## src/rtl/ssr_pkg.sv

```systemverilog
// Shared types, codes and defaults of the Shamir secret reconstruction block.
package ssr_pkg;

  localparam int MAX_SHARES_DEF = 16;
  localparam int FIELD_BITS_DEF = 31;
  localparam logic [63:0] MODULUS_RESET = 64'd2147483647;

  // result status codes
  localparam logic [1:0] STATUS_OK   = 2'd0;
  localparam logic [1:0] STATUS_DUP  = 2'd1;
  localparam logic [1:0] STATUS_OVER = 2'd2;

  // multiplier operand sources
  typedef enum logic [3:0] {
    OP_ONE, OP_IN_X, OP_IN_Y, OP_XJ, OP_DIFF, OP_NUM, OP_DEN, OP_R, OP_BASE, OP_YI
  } operand_e;

  // multiplier result destinations
  typedef enum logic [2:0] {
    DST_NONE, DST_MEM_X, DST_MEM_Y, DST_NUM, DST_DEN, DST_R, DST_BASE, DST_T
  } dest_e;

  // controller to datapath commands
  typedef struct packed {
    logic       cap_in;
    logic       mul_start;
    operand_e   opa;
    operand_e   opb;
    dest_e      wr_dst;
    logic       rd_en;
    logic       ld_xi;
    logic       ld_xj;
    logic       init_nd;
    logic       init_pow;
    logic       clr_secret;
    logic       add_secret;
    logic       load_out;
    logic [1:0] status;
  } cmd_t;

  // datapath to controller status
  typedef struct packed {
    logic mul_done;
    logic x_eq;
    logic exp_bit;
    logic is_last;
  } sts_t;

endpackage

```

## src/rtl/ssr_if.sv

```systemverilog
// Valid/ready channel interfaces for shares in and results out.
interface share_if #(parameter int FW = 31);
  logic          valid;
  logic          ready;
  logic [FW-1:0] share_x;
  logic [FW-1:0] share_y;
  logic          is_last;
  modport source (output valid, output share_x, output share_y, output is_last, input ready);
  modport sink (input valid, input share_x, input share_y, input is_last, output ready);
endinterface

interface result_if #(parameter int FW = 31);
  logic          valid;
  logic          ready;
  logic [FW-1:0] secret;
  logic [1:0]    status;
  modport source (output valid, output secret, output status, input ready);
  modport sink (input valid, input secret, input status, output ready);
endinterface

```

## src/rtl/ssr_mulmod.sv

```systemverilog
// Bit-serial modular multiplier, one bit of b per cycle, MSB first.
module ssr_mulmod #(
  parameter int FIELD_BITS = 31
) (
  input  logic                  clk_i,
  input  logic                  rst_ni,
  input  logic                  start_i,
  input  logic [FIELD_BITS-1:0] a_i,
  input  logic [FIELD_BITS-1:0] b_i,
  input  logic [FIELD_BITS-1:0] m_i,
  output logic                  done_o,
  output logic [FIELD_BITS-1:0] res_o
);
  localparam int KW = $clog2(FIELD_BITS + 1);

  logic                  busy_q;
  logic                  done_q;
  logic [KW-1:0]         cnt_q;
  logic [FIELD_BITS-1:0] acc_q, acc_d;
  logic [FIELD_BITS-1:0] a_q;
  logic [FIELD_BITS-1:0] b_q;
  logic [FIELD_BITS:0]   dbl, sum, mod_w;

  // acc = (2*acc mod m + bit*a) mod m
  always_comb begin
    mod_w = {1'b0, m_i};
    dbl   = {acc_q, 1'b0};
    if (dbl >= mod_w) dbl = dbl - mod_w;
    sum = dbl + (b_q[FIELD_BITS-1] ? {1'b0, a_q} : '0);
    if (sum >= mod_w) sum = sum - mod_w;
    acc_d = sum[FIELD_BITS-1:0];
  end

  // control
  always_ff @(posedge clk_i or negedge rst_ni) begin
    if (!rst_ni) begin
      busy_q <= 1'b0;
      done_q <= 1'b0;
      cnt_q  <= '0;
    end else begin
      done_q <= 1'b0;
      if (start_i) begin
        busy_q <= 1'b1;
        cnt_q  <= KW'(FIELD_BITS);
      end else if (busy_q) begin
        cnt_q <= cnt_q - KW'(1);
        if (cnt_q == KW'(1)) begin
          busy_q <= 1'b0;
          done_q <= 1'b1;
        end
      end
    end
  end

  // operands and accumulator
  always_ff @(posedge clk_i) begin
    if (start_i) begin
      acc_q <= '0;
      a_q   <= a_i;
      b_q   <= b_i;
    end else if (busy_q) begin
      acc_q <= acc_d;
      b_q   <= {b_q[FIELD_BITS-2:0], 1'b0};
    end
  end

  assign done_o = done_q;
  assign res_o  = acc_q;
endmodule

```

## src/rtl/ssr_datapath.sv

```systemverilog
// Share stores, interpolation registers and the shared modular multiplier.
module ssr_datapath #(
  parameter int MAX_SHARES = ssr_pkg::MAX_SHARES_DEF,
  parameter int FIELD_BITS = ssr_pkg::FIELD_BITS_DEF,
  localparam int AW = $clog2(MAX_SHARES),
  localparam int KIW = $clog2(FIELD_BITS)
) (
  input  logic                  clk_i,
  input  logic                  rst_ni,
  input  ssr_pkg::cmd_t         cmd_i,
  input  logic [AW-1:0]         wr_addr_i,
  input  logic [AW-1:0]         rd_addr_i,
  input  logic [KIW-1:0]        exp_idx_i,
  input  logic [FIELD_BITS-1:0] modulus_i,
  input  logic [FIELD_BITS-1:0] in_x_i,
  input  logic [FIELD_BITS-1:0] in_y_i,
  input  logic                  in_last_i,
  output ssr_pkg::sts_t         sts_o,
  output logic [FIELD_BITS-1:0] secret_o,
  output logic [1:0]            status_o
);
  import ssr_pkg::*;

  logic [FIELD_BITS-1:0] x_mem [MAX_SHARES];
  logic [FIELD_BITS-1:0] y_mem [MAX_SHARES];
  logic [FIELD_BITS-1:0] x_rd_q, y_rd_q;
  logic [FIELD_BITS-1:0] in_x_q, in_y_q;
  logic                  in_last_q;
  logic [FIELD_BITS-1:0] xi_q, yi_q, xj_q, diff_q;
  logic [FIELD_BITS-1:0] num_q, den_q, r_q, base_q, t_q, secret_q;
  logic [FIELD_BITS-1:0] out_secret_q;
  logic [1:0]            out_status_q;
  logic [FIELD_BITS-1:0] opa_v, opb_v, mul_res, diff_c, exp_v, sec_c;
  logic [FIELD_BITS:0]   sec_sum;
  logic                  mul_done;

  function automatic logic [FIELD_BITS-1:0] pick(
    input operand_e sel, input logic [FIELD_BITS-1:0] ix, input logic [FIELD_BITS-1:0] iy,
    input logic [FIELD_BITS-1:0] xj, input logic [FIELD_BITS-1:0] df,
    input logic [FIELD_BITS-1:0] nm, input logic [FIELD_BITS-1:0] dn,
    input logic [FIELD_BITS-1:0] rr, input logic [FIELD_BITS-1:0] bs,
    input logic [FIELD_BITS-1:0] yi);
    logic [FIELD_BITS-1:0] v;
    case (sel)
      OP_IN_X: v = ix;
      OP_IN_Y: v = iy;
      OP_XJ:   v = xj;
      OP_DIFF: v = df;
      OP_NUM:  v = nm;
      OP_DEN:  v = dn;
      OP_R:    v = rr;
      OP_BASE: v = bs;
      OP_YI:   v = yi;
      default: v = FIELD_BITS'(1);
    endcase
    return v;
  endfunction

  assign opa_v = pick(cmd_i.opa, in_x_q, in_y_q, xj_q, diff_q, num_q, den_q, r_q, base_q, yi_q);
  assign opb_v = pick(cmd_i.opb, in_x_q, in_y_q, xj_q, diff_q, num_q, den_q, r_q, base_q, yi_q);

  ssr_mulmod #(.FIELD_BITS(FIELD_BITS)) u_mul (
    .clk_i  (clk_i),
    .rst_ni (rst_ni),
    .start_i(cmd_i.mul_start),
    .a_i    (opa_v),
    .b_i    (opb_v),
    .m_i    (modulus_i),
    .done_o (mul_done),
    .res_o  (mul_res)
  );

  // (xj - xi) mod m, both already reduced
  assign diff_c = (x_rd_q >= xi_q) ? x_rd_q - xi_q
                : FIELD_BITS'({1'b0, x_rd_q} + {1'b0, modulus_i} - {1'b0, xi_q});

  // running secret sum mod m
  always_comb begin
    sec_sum = {1'b0, secret_q} + {1'b0, t_q};
    if (sec_sum >= {1'b0, modulus_i}) sec_sum = sec_sum - {1'b0, modulus_i};
    sec_c = sec_sum[FIELD_BITS-1:0];
  end

  // inverse exponent m-2
  assign exp_v = modulus_i - FIELD_BITS'(2);

  // share stores
  always_ff @(posedge clk_i) begin
    if (cmd_i.wr_dst == DST_MEM_X) x_mem[wr_addr_i] <= mul_res;
    if (cmd_i.wr_dst == DST_MEM_Y) y_mem[wr_addr_i] <= mul_res;
    if (cmd_i.rd_en) begin
      x_rd_q <= x_mem[rd_addr_i];
      y_rd_q <= y_mem[rd_addr_i];
    end
  end

  // working registers
  always_ff @(posedge clk_i) begin
    if (cmd_i.cap_in) begin
      in_x_q    <= in_x_i;
      in_y_q    <= in_y_i;
      in_last_q <= in_last_i;
    end
    if (cmd_i.ld_xi) begin
      xi_q <= x_rd_q;
      yi_q <= y_rd_q;
    end
    if (cmd_i.ld_xj) begin
      xj_q   <= x_rd_q;
      diff_q <= diff_c;
    end
    if (cmd_i.init_nd) begin
      num_q <= FIELD_BITS'(1);
      den_q <= FIELD_BITS'(1);
    end
    if (cmd_i.init_pow) begin
      r_q    <= FIELD_BITS'(1);
      base_q <= den_q;
    end
    case (cmd_i.wr_dst)
      DST_NUM:  num_q  <= mul_res;
      DST_DEN:  den_q  <= mul_res;
      DST_R:    r_q    <= mul_res;
      DST_BASE: base_q <= mul_res;
      DST_T:    t_q    <= mul_res;
      default: ;
    endcase
    if (cmd_i.clr_secret) secret_q <= '0;
    else if (cmd_i.add_secret) secret_q <= sec_c;
    if (cmd_i.load_out) begin
      out_secret_q <= (cmd_i.status == STATUS_OK) ? secret_q : '0;
      out_status_q <= cmd_i.status;
    end
  end

  assign sts_o.mul_done = mul_done;
  assign sts_o.x_eq     = (x_rd_q == xi_q);
  assign sts_o.exp_bit  = exp_v[exp_idx_i];
  assign sts_o.is_last  = in_last_q;
  assign secret_o       = out_secret_q;
  assign status_o       = out_status_q;
endmodule

```

## src/rtl/ssr_ctrl.sv

```systemverilog
// Sequencer for share loading, duplicate check and Lagrange interpolation.
module ssr_ctrl #(
  parameter int MAX_SHARES = ssr_pkg::MAX_SHARES_DEF,
  parameter int FIELD_BITS = ssr_pkg::FIELD_BITS_DEF,
  localparam int AW = $clog2(MAX_SHARES),
  localparam int KIW = $clog2(FIELD_BITS)
) (
  input  logic           clk_i,
  input  logic           rst_ni,
  input  logic           in_valid_i,
  output logic           in_ready_o,
  output logic           out_valid_o,
  input  logic           out_ready_i,
  input  ssr_pkg::sts_t  sts_i,
  output ssr_pkg::cmd_t  cmd_o,
  output logic [AW-1:0]  wr_addr_o,
  output logic [AW-1:0]  rd_addr_o,
  output logic [KIW-1:0] exp_idx_o
);
  import ssr_pkg::*;

  localparam int CW = $clog2(MAX_SHARES + 1);
  localparam int KW = $clog2(FIELD_BITS + 1);

  typedef enum logic [4:0] {
    S_IDLE, S_RED_X, S_RED_Y, S_RED_END, S_CHK_LAST, S_MUL_WAIT, S_EVAL,
    S_DUP_RI, S_DUP_LI, S_DUP_RJ, S_DUP_CJ, S_INT_START, S_INT_RI, S_INT_LI,
    S_INT_J, S_INT_LJ, S_MUL_NUM, S_MUL_DEN, S_POW_INIT, S_POW_BIT, S_POW_SQ,
    S_BASIS, S_TERM, S_ACC, S_DONE
  } state_e;

  state_e        state_q, state_d, ret_q, ret_d;
  dest_e         dst_q, dst_d;
  logic [CW-1:0] count_q, count_d, i_q, i_d, j_q, j_d;
  logic [KW-1:0] k_q, k_d;
  logic          ovf_q, ovf_d, out_valid_q, out_valid_d;
  logic [1:0]    status_q, status_d;

  // next state and commands
  always_comb begin
    state_d     = state_q;
    ret_d       = ret_q;
    dst_d       = dst_q;
    count_d     = count_q;
    i_d         = i_q;
    j_d         = j_q;
    k_d         = k_q;
    ovf_d       = ovf_q;
    status_d    = status_q;
    out_valid_d = out_valid_q && !out_ready_i;
    cmd_o       = '0;
    cmd_o.opa   = OP_ONE;
    cmd_o.opb   = OP_ONE;
    cmd_o.wr_dst = DST_NONE;
    cmd_o.status = status_q;
    in_ready_o  = 1'b0;
    rd_addr_o   = i_q[AW-1:0];

    unique case (state_q)
      S_IDLE: begin
        in_ready_o = 1'b1;
        if (in_valid_i) begin
          cmd_o.cap_in = 1'b1;
          if (count_q < CW'(MAX_SHARES)) begin
            state_d = S_RED_X;
          end else begin
            ovf_d   = 1'b1;
            state_d = S_CHK_LAST;
          end
        end
      end
      S_RED_X: begin
        cmd_o.mul_start = 1'b1;
        cmd_o.opb = OP_IN_X;
        dst_d     = DST_MEM_X;
        ret_d     = S_RED_Y;
        state_d   = S_MUL_WAIT;
      end
      S_RED_Y: begin
        cmd_o.mul_start = 1'b1;
        cmd_o.opb = OP_IN_Y;
        dst_d     = DST_MEM_Y;
        ret_d     = S_RED_END;
        state_d   = S_MUL_WAIT;
      end
      S_RED_END: begin
        count_d = count_q + CW'(1);
        state_d = S_CHK_LAST;
      end
      S_CHK_LAST: begin
        state_d = sts_i.is_last ? S_EVAL : S_IDLE;
      end
      S_MUL_WAIT: begin
        if (sts_i.mul_done) begin
          cmd_o.wr_dst = dst_q;
          state_d      = ret_q;
        end
      end
      S_EVAL: begin
        status_d = STATUS_OK;
        i_d      = '0;
        if (ovf_q) begin
          status_d = STATUS_OVER;
          state_d  = S_DONE;
        end else if (count_q < CW'(2)) begin
          state_d = S_INT_START;
        end else begin
          state_d = S_DUP_RI;
        end
      end
      // pairwise duplicate search
      S_DUP_RI: begin
        cmd_o.rd_en = 1'b1;
        state_d     = S_DUP_LI;
      end
      S_DUP_LI: begin
        cmd_o.ld_xi = 1'b1;
        j_d         = i_q + CW'(1);
        state_d     = S_DUP_RJ;
      end
      S_DUP_RJ: begin
        cmd_o.rd_en = 1'b1;
        rd_addr_o   = j_q[AW-1:0];
        state_d     = S_DUP_CJ;
      end
      S_DUP_CJ: begin
        if (sts_i.x_eq) begin
          status_d = STATUS_DUP;
          state_d  = S_DONE;
        end else if (j_q + CW'(1) == count_q) begin
          if (i_q + CW'(2) == count_q) begin
            state_d = S_INT_START;
          end else begin
            i_d     = i_q + CW'(1);
            state_d = S_DUP_RI;
          end
        end else begin
          j_d     = j_q + CW'(1);
          state_d = S_DUP_RJ;
        end
      end
      // interpolation at zero
      S_INT_START: begin
        cmd_o.clr_secret = 1'b1;
        i_d     = '0;
        state_d = S_INT_RI;
      end
      S_INT_RI: begin
        cmd_o.rd_en = 1'b1;
        state_d     = S_INT_LI;
      end
      S_INT_LI: begin
        cmd_o.ld_xi   = 1'b1;
        cmd_o.init_nd = 1'b1;
        j_d     = '0;
        state_d = S_INT_J;
      end
      S_INT_J: begin
        rd_addr_o = j_q[AW-1:0];
        if (j_q == count_q) begin
          state_d = S_POW_INIT;
        end else if (j_q == i_q) begin
          j_d = j_q + CW'(1);
        end else begin
          cmd_o.rd_en = 1'b1;
          state_d     = S_INT_LJ;
        end
      end
      S_INT_LJ: begin
        cmd_o.ld_xj = 1'b1;
        state_d     = S_MUL_NUM;
      end
      S_MUL_NUM: begin
        cmd_o.mul_start = 1'b1;
        cmd_o.opa = OP_NUM;
        cmd_o.opb = OP_XJ;
        dst_d     = DST_NUM;
        ret_d     = S_MUL_DEN;
        state_d   = S_MUL_WAIT;
      end
      S_MUL_DEN: begin
        cmd_o.mul_start = 1'b1;
        cmd_o.opa = OP_DEN;
        cmd_o.opb = OP_DIFF;
        dst_d     = DST_DEN;
        ret_d     = S_INT_J;
        j_d       = j_q + CW'(1);
        state_d   = S_MUL_WAIT;
      end
      // den^(m-2) by square and multiply, LSB first
      S_POW_INIT: begin
        cmd_o.init_pow = 1'b1;
        k_d     = '0;
        state_d = S_POW_BIT;
      end
      S_POW_BIT: begin
        if (k_q == KW'(FIELD_BITS)) begin
          state_d = S_BASIS;
        end else if (sts_i.exp_bit) begin
          cmd_o.mul_start = 1'b1;
          cmd_o.opa = OP_R;
          cmd_o.opb = OP_BASE;
          dst_d     = DST_R;
          ret_d     = S_POW_SQ;
          state_d   = S_MUL_WAIT;
        end else begin
          state_d = S_POW_SQ;
        end
      end
      S_POW_SQ: begin
        cmd_o.mul_start = 1'b1;
        cmd_o.opa = OP_BASE;
        cmd_o.opb = OP_BASE;
        dst_d     = DST_BASE;
        ret_d     = S_POW_BIT;
        k_d       = k_q + KW'(1);
        state_d   = S_MUL_WAIT;
      end
      S_BASIS: begin
        cmd_o.mul_start = 1'b1;
        cmd_o.opa = OP_NUM;
        cmd_o.opb = OP_R;
        dst_d     = DST_NUM;
        ret_d     = S_TERM;
        state_d   = S_MUL_WAIT;
      end
      S_TERM: begin
        cmd_o.mul_start = 1'b1;
        cmd_o.opa = OP_YI;
        cmd_o.opb = OP_NUM;
        dst_d     = DST_T;
        ret_d     = S_ACC;
        state_d   = S_MUL_WAIT;
      end
      S_ACC: begin
        cmd_o.add_secret = 1'b1;
        if (i_q + CW'(1) == count_q) begin
          state_d = S_DONE;
        end else begin
          i_d     = i_q + CW'(1);
          state_d = S_INT_RI;
        end
      end
      // hand result to the output register, start an empty set
      S_DONE: begin
        if (!out_valid_q || out_ready_i) begin
          cmd_o.load_out = 1'b1;
          out_valid_d    = 1'b1;
          count_d        = '0;
          ovf_d          = 1'b0;
          state_d        = S_IDLE;
        end
      end
      default: state_d = S_IDLE;
    endcase
  end

  always_ff @(posedge clk_i or negedge rst_ni) begin
    if (!rst_ni) begin
      state_q     <= S_IDLE;
      ret_q       <= S_IDLE;
      dst_q       <= DST_NONE;
      count_q     <= '0;
      i_q         <= '0;
      j_q         <= '0;
      k_q         <= '0;
      ovf_q       <= 1'b0;
      status_q    <= STATUS_OK;
      out_valid_q <= 1'b0;
    end else begin
      state_q     <= state_d;
      ret_q       <= ret_d;
      dst_q       <= dst_d;
      count_q     <= count_d;
      i_q         <= i_d;
      j_q         <= j_d;
      k_q         <= k_d;
      ovf_q       <= ovf_d;
      status_q    <= status_d;
      out_valid_q <= out_valid_d;
    end
  end

  assign out_valid_o = out_valid_q;
  assign wr_addr_o   = count_q[AW-1:0];
  assign exp_idx_o   = k_q[KIW-1:0];
endmodule

```

## src/rtl/shamir_secret_reconstruction.sv

```systemverilog
// Top level of the Shamir secret reconstruction block.
// Shares arrive one per transfer and are reduced modulo the configured prime by a shared
// bit-serial modular multiplier, so a new share is taken only once the previous one is stored.
// The share marked last starts Lagrange interpolation at zero over the n stored shares:
// a pairwise duplicate search, then per share 2*(n-1) multiplications for numerator and
// denominator, one inverse by square and multiply (up to 2*FIELD_BITS multiplications)
// and two more, all in that one multiplier.
// The result sits in an output register, so the next set can load while it waits.
// Status 2 means shares were dropped past MAX_SHARES, 1 duplicate x; the secret is then 0.
// The modulus register lies at address 0 and resets to 2^31-1; values below 3 act as 3.
module shamir_secret_reconstruction #(
  parameter int MAX_SHARES = ssr_pkg::MAX_SHARES_DEF,
  parameter int FIELD_BITS = ssr_pkg::FIELD_BITS_DEF,
  localparam int DW = (FIELD_BITS > 32) ? 64 : 32,
  localparam int PAW = (FIELD_BITS > 32) ? 4 : 3
) (
  input  logic           clk_i,
  input  logic           rst_ni,
  input  logic           psel,
  input  logic           penable,
  input  logic           pwrite,
  input  logic [PAW-1:0] paddr,
  input  logic [DW-1:0]  pwdata,
  output logic [DW-1:0]  prdata,
  output logic           pready,
  share_if.sink          share_in,
  result_if.source       result_out
);
  import ssr_pkg::*;

  localparam int AW = $clog2(MAX_SHARES);
  localparam int KIW = $clog2(FIELD_BITS);

  logic [FIELD_BITS-1:0] modulus_q, m_act;
  cmd_t                  cmd;
  sts_t                  sts;
  logic [AW-1:0]         wr_addr, rd_addr;
  logic [KIW-1:0]        exp_idx;

  // configuration register
  always_ff @(posedge clk_i or negedge rst_ni) begin
    if (!rst_ni) begin
      modulus_q <= MODULUS_RESET[FIELD_BITS-1:0];
    end else if (psel && penable && pwrite && !paddr[PAW-1]) begin
      modulus_q <= pwdata[FIELD_BITS-1:0];
    end
  end

  assign pready = 1'b1;
  assign prdata = paddr[PAW-1] ? '0 : DW'(modulus_q);
  assign m_act  = (modulus_q < FIELD_BITS'(3)) ? FIELD_BITS'(3) : modulus_q;

  ssr_ctrl #(.MAX_SHARES(MAX_SHARES), .FIELD_BITS(FIELD_BITS)) u_ctrl (
    .clk_i      (clk_i),
    .rst_ni     (rst_ni),
    .in_valid_i (share_in.valid),
    .in_ready_o (share_in.ready),
    .out_valid_o(result_out.valid),
    .out_ready_i(result_out.ready),
    .sts_i      (sts),
    .cmd_o      (cmd),
    .wr_addr_o  (wr_addr),
    .rd_addr_o  (rd_addr),
    .exp_idx_o  (exp_idx)
  );

  ssr_datapath #(.MAX_SHARES(MAX_SHARES), .FIELD_BITS(FIELD_BITS)) u_dp (
    .clk_i    (clk_i),
    .rst_ni   (rst_ni),
    .cmd_i    (cmd),
    .wr_addr_i(wr_addr),
    .rd_addr_i(rd_addr),
    .exp_idx_i(exp_idx),
    .modulus_i(m_act),
    .in_x_i   (share_in.share_x),
    .in_y_i   (share_in.share_y),
    .in_last_i(share_in.is_last),
    .sts_o    (sts),
    .secret_o (result_out.secret),
    .status_o (result_out.status)
  );
endmodule

```

## src/flat_wrapper.sv

```systemverilog
// flat-port wrapper written by rule: the top's interface ports become plain ports
module shamir_secret_reconstruction_flat import ssr_pkg::*;
#(
  parameter int MAX_SHARES = ssr_pkg::MAX_SHARES_DEF,
  parameter int FIELD_BITS = ssr_pkg::FIELD_BITS_DEF,
  localparam int DW = (FIELD_BITS > 32) ? 64 : 32,
  localparam int PAW = (FIELD_BITS > 32) ? 4 : 3
)
  (clk_i, rst_ni, psel, penable, pwrite, paddr, pwdata, prdata, pready, share_in_valid, share_in_share_x, share_in_share_y, share_in_is_last, share_in_ready, result_out_valid, result_out_secret, result_out_status, result_out_ready);
  share_if #(.FW((FIELD_BITS_DEF))) share_in_i ();
  result_if #(.FW((FIELD_BITS_DEF))) result_out_i ();
  input  logic clk_i;
  input  logic rst_ni;
  input  logic psel;
  input  logic penable;
  input  logic pwrite;
  input  logic [PAW-1:0] paddr;
  input  logic [DW-1:0] pwdata;
  output logic [DW-1:0] prdata;
  output logic pready;
  input wire logic [$bits(share_in_i.valid)-1:0] share_in_valid;
  input wire logic [$bits(share_in_i.share_x)-1:0] share_in_share_x;
  input wire logic [$bits(share_in_i.share_y)-1:0] share_in_share_y;
  input wire logic [$bits(share_in_i.is_last)-1:0] share_in_is_last;
  output wire logic [$bits(share_in_i.ready)-1:0] share_in_ready;
  output wire logic [$bits(result_out_i.valid)-1:0] result_out_valid;
  output wire logic [$bits(result_out_i.secret)-1:0] result_out_secret;
  output wire logic [$bits(result_out_i.status)-1:0] result_out_status;
  input wire logic [$bits(result_out_i.ready)-1:0] result_out_ready;
  assign share_in_i.valid = share_in_valid;
  assign share_in_i.share_x = share_in_share_x;
  assign share_in_i.share_y = share_in_share_y;
  assign share_in_i.is_last = share_in_is_last;
  assign share_in_ready = share_in_i.ready;
  assign result_out_valid = result_out_i.valid;
  assign result_out_secret = result_out_i.secret;
  assign result_out_status = result_out_i.status;
  assign result_out_i.ready = result_out_ready;
  shamir_secret_reconstruction #(.MAX_SHARES(MAX_SHARES), .FIELD_BITS(FIELD_BITS)) u_core (.clk_i(clk_i), .rst_ni(rst_ni), .psel(psel), .penable(penable), .pwrite(pwrite), .paddr(paddr), .pwdata(pwdata), .prdata(prdata), .pready(pready), .share_in(share_in_i), .result_out(result_out_i));
endmodule
```

## config.mk

```make
export PLATFORM = sky130hd
export DESIGN_NAME = shamir_secret_reconstruction_flat
export DESIGN_NICKNAME = d
export VERILOG_FILES = /design/src/rtl/ssr_pkg.sv /design/src/rtl/ssr_if.sv /design/src/rtl/ssr_mulmod.sv /design/src/rtl/ssr_datapath.sv /design/src/rtl/ssr_ctrl.sv /design/src/rtl/shamir_secret_reconstruction.sv /design/src/flat_wrapper.sv
export SDC_FILE = /design/constraint.sdc
export NUM_CORES = 2
export LEC_CHECK = 0
export BUFFER_PORTS_ARGS = -buffer_cell sky130_fd_sc_hd__buf_2
export CORE_AREA = 2 2 457 459
export DETAILED_ROUTE_END_ITERATION = 8
export DIE_AREA = 0 0 459 461
export GPL_ROUTABILITY_DRIVEN = 0
export SLEW_MARGIN = 10
export SYNTH_ARGS = -nofsm -noshare
export SYNTH_HDL_FRONTEND = slang
export SYNTH_SLANG_ARGS = --single-unit
```

## constraint.sdc

```tcl
create_clock -name clk_i -period 11.7 [get_ports clk_i]
set_clock_uncertainty 0.1 [all_clocks]
set_input_delay 0.585 -clock clk_i [delete_from_list [all_inputs] [get_ports clk_i]]
set_output_delay 0.585 -clock clk_i [all_outputs]
set_load 0.02 [all_outputs]
```

==> metrics <==
crit path launch type flop; # setup viols final 0; yosys warns 0; 1st-pass router iterations 7; vias in the first global route ~48,000; H-tree depth 4; final cell count without fillers 8,508; RSZ-0062 raised after global routing no; CP Capture Type flop; DP HPWL between 100 and 150 mm; Netlist cell types 88; cell row count roughly 170; boundary pin count 173; Most Frequent Cell on Critical Path o21ai_0; DP Cell Count 8,102; register area share after synthesis a little over three fifths; Worst Max-Slew Pin Slew 1.23 ns; Synth Instances approximately 5,400; Seq cells post-synth about 1,600; Worst-path clk slew ~0.06 ns; setup bufs post-CTS 0; max frequency 91.5 MHz; most common cell after layout, fill and taps aside edfxtp_1; ys flop type edfxtp_1; residual DRC count 0; Setup TNS Final 0 ns; slowest stage delay, CP 0.63 ns; crit path DAT roughly 11 ns; Post-Place Worst Slack 0.871 ns; Setup CP Type flop to flop; Largest regs u_core.u_dp.x_mem: 496 flops, u_core.u_dp.y_mem: 496 flops; Antenna Nets Post-Route 0; clk sinks 1,628; final hold vios 0; Mapped Area 76,100 um^2; area grow syn2layout 14.7%; CP startpoint u_core.modulus_q[27]; Final min period 10.92 ns; WL/cell 26.3 um; Worst EP required around 12 ns; Crit-path slowest cell or4_1; CORE AREA 206,000 um^2; WL final 223 mm; Worst-Skew Late Latency between 0.8 and 0.9 ns; DR vias/cell between 5 and 6; CTS Root Cell clkbuf_16; Tightest Hold Check Type input port to flop; total power around 26 mW; worst flop-to-flop path startpoint u_core.modulus_q[27]; share of cells above drive strength 1 17.4%; largest net degree at the start of global routing 124; die height 461 um; Slew Limit Headroom a little under a fifth; DIE AREA 212,000 um^2; Lkg Pwr around 31 nW; DR vias 48,431; Total GRT Usage between 20 and 25%; die width ~460 um; CTS tree done; CP max FO 21; peak supply drop 0.000484 V; Async SR Flop Fraction 4.61%; Nets between 6,000 and 7,000; commonest non-fill, non-tap cells in the layout 1,491 x edfxtp_1, 365 x nand2_1, 252 x mux4_2; global-route wire length before repair between 300 and 400 mm; Max Transition Viols Final 0; Mapped Nets 5,722; clk buf depth 3; Synth Area per Inst about 14 um^2; antenna violations before repair 21; Iter 0 DRT Violations 5,577; final worst-path cycle share 93.4%; Max Cap Viol 0; Num CTS Buffers 171; HP Start result_out_ready; gr ovfl total 0; Initial Util 36.9%; setup ws final 0.775 ns; cell area power density ~300 nW/um^2; status completed; PortBufs 167; EDFF count, synth 1,491
[routing by layer]
| layer | vias to the layer above | wire, um | global-route usage [%] |
|---|---|---|---|
| met3 | 397 | 16900 | 3.52 |
| met4 | 6 | 8290 | 7.46 |
| met2 | 2036 | 106000 | 34.2 |
| met1 | 24715 | 92300 | 27.5 |
| li1 | 21277 | - | - |
| met5 | - | 42 | 0 |
[kinds of logic after synthesis]
family	share of synthesized area, %
muxes	9.31
other	0.00987
and+or+nand+nor	8.14
buffers and inverters	2.45
xor gates and xnor gates	2.70
adders and majority gates	4.71
DFF	63.0
AOI/OAI and AO/OA	9.71
[critical path, delay by kind of cell (launching register included)]
kind,cells,cell delay (ns)
compound gates,18,4.73
simple gates,11,3.72
fa+ha+maj,4,1.06
buf+inv,4,0.54
flops,1,0.39
mux,1,0.21
[synth_stat cells (all sizes together) (26+ instances only)]
library cell	number	share of area, %
a22oi	94	0.93
a21o	110	1.1
nor2b	37	0.30
nand4	33	0.28
a222oi	31	0.41
ha	229	3.8
clkbuf	177	0.87
a221o	37	0.49
and3	26	0.21
inv	234	1.2
nand3	132	0.87
nor2	248	1.2
xor2	77	0.89
dfxtp	62	1.6
mux2	78	1.2
nor3	66	0.46
o21bai	35	0.35
nand2	365	1.8
dfstp	31	1.1
fa	36	0.95
xnor2	158	1.8
mux2i	53	0.70
o21ai	181	1.2
edfxtp	1491	59
buf	72	0.41
nand2b	38	0.31
and2	230	1.9
a31oi	91	0.75
a21oi	251	1.7
dfrtp	44	1.4
mux4	252	7.5
a211oi	96	0.95
o21a	35	0.35
[per-stage QoR]
step	cell area, um^2	hold slack, ns	utilization [%]
final	87300	0.100	42.3
after global routing	87300	0.114	42.3
after CTS	87300	0.0814	42.3
after detailed placement	80900	0.305	39.2
after global placement	80900	0.304	39.2
after floorplan	76100	0.189	-
[path summary, 6_finish.rpt]
kind	end	slack, ns	cells after the start
setup reg to reg	u_core.u_dp.u_mul.res_o[4]	0.78	38
max in group asynchronous	u_core.u_dp.u_mul.busy_q	10.14	3
setup / recovery	u_core.u_dp.u_mul.res_o[4]	0.78	38
hold / removal	u_core.u_ctrl.out_valid_o	0.1	3
hold reg to reg	u_core.u_dp.yi_q[9]	0.31	0
min in group asynchronous	u_core.modulus_q[25]	0.26	2
[layout make-up]
type	instances	area, um^2
Fill cell	18551	119000
Sequential cell	1628	48000
Multi-Input combinational cell	3240	26800
Clock buffer	209	4540
Tap cell	2704	3380
Timing Repair Buffer	390	2830
Clock inverter	99	882
Inverter	235	882
Antenna cell	3	7.51
[timing repair]
action                                  in CTS  in global routing
hold buffers                                95                  0
endpoints found under the hold margin      102                  0
gates resized for setup                      0                  1
endpoints found under the setup margin       0                  1
[report_power, final]
part	switching, mW	total [mW]	internal [mW]
logic	7.33	12.5	5.16
clock network	2.29	5.29	3.00
registers	0.865	8.61	7.75
(Power assumes the default switching activity.)
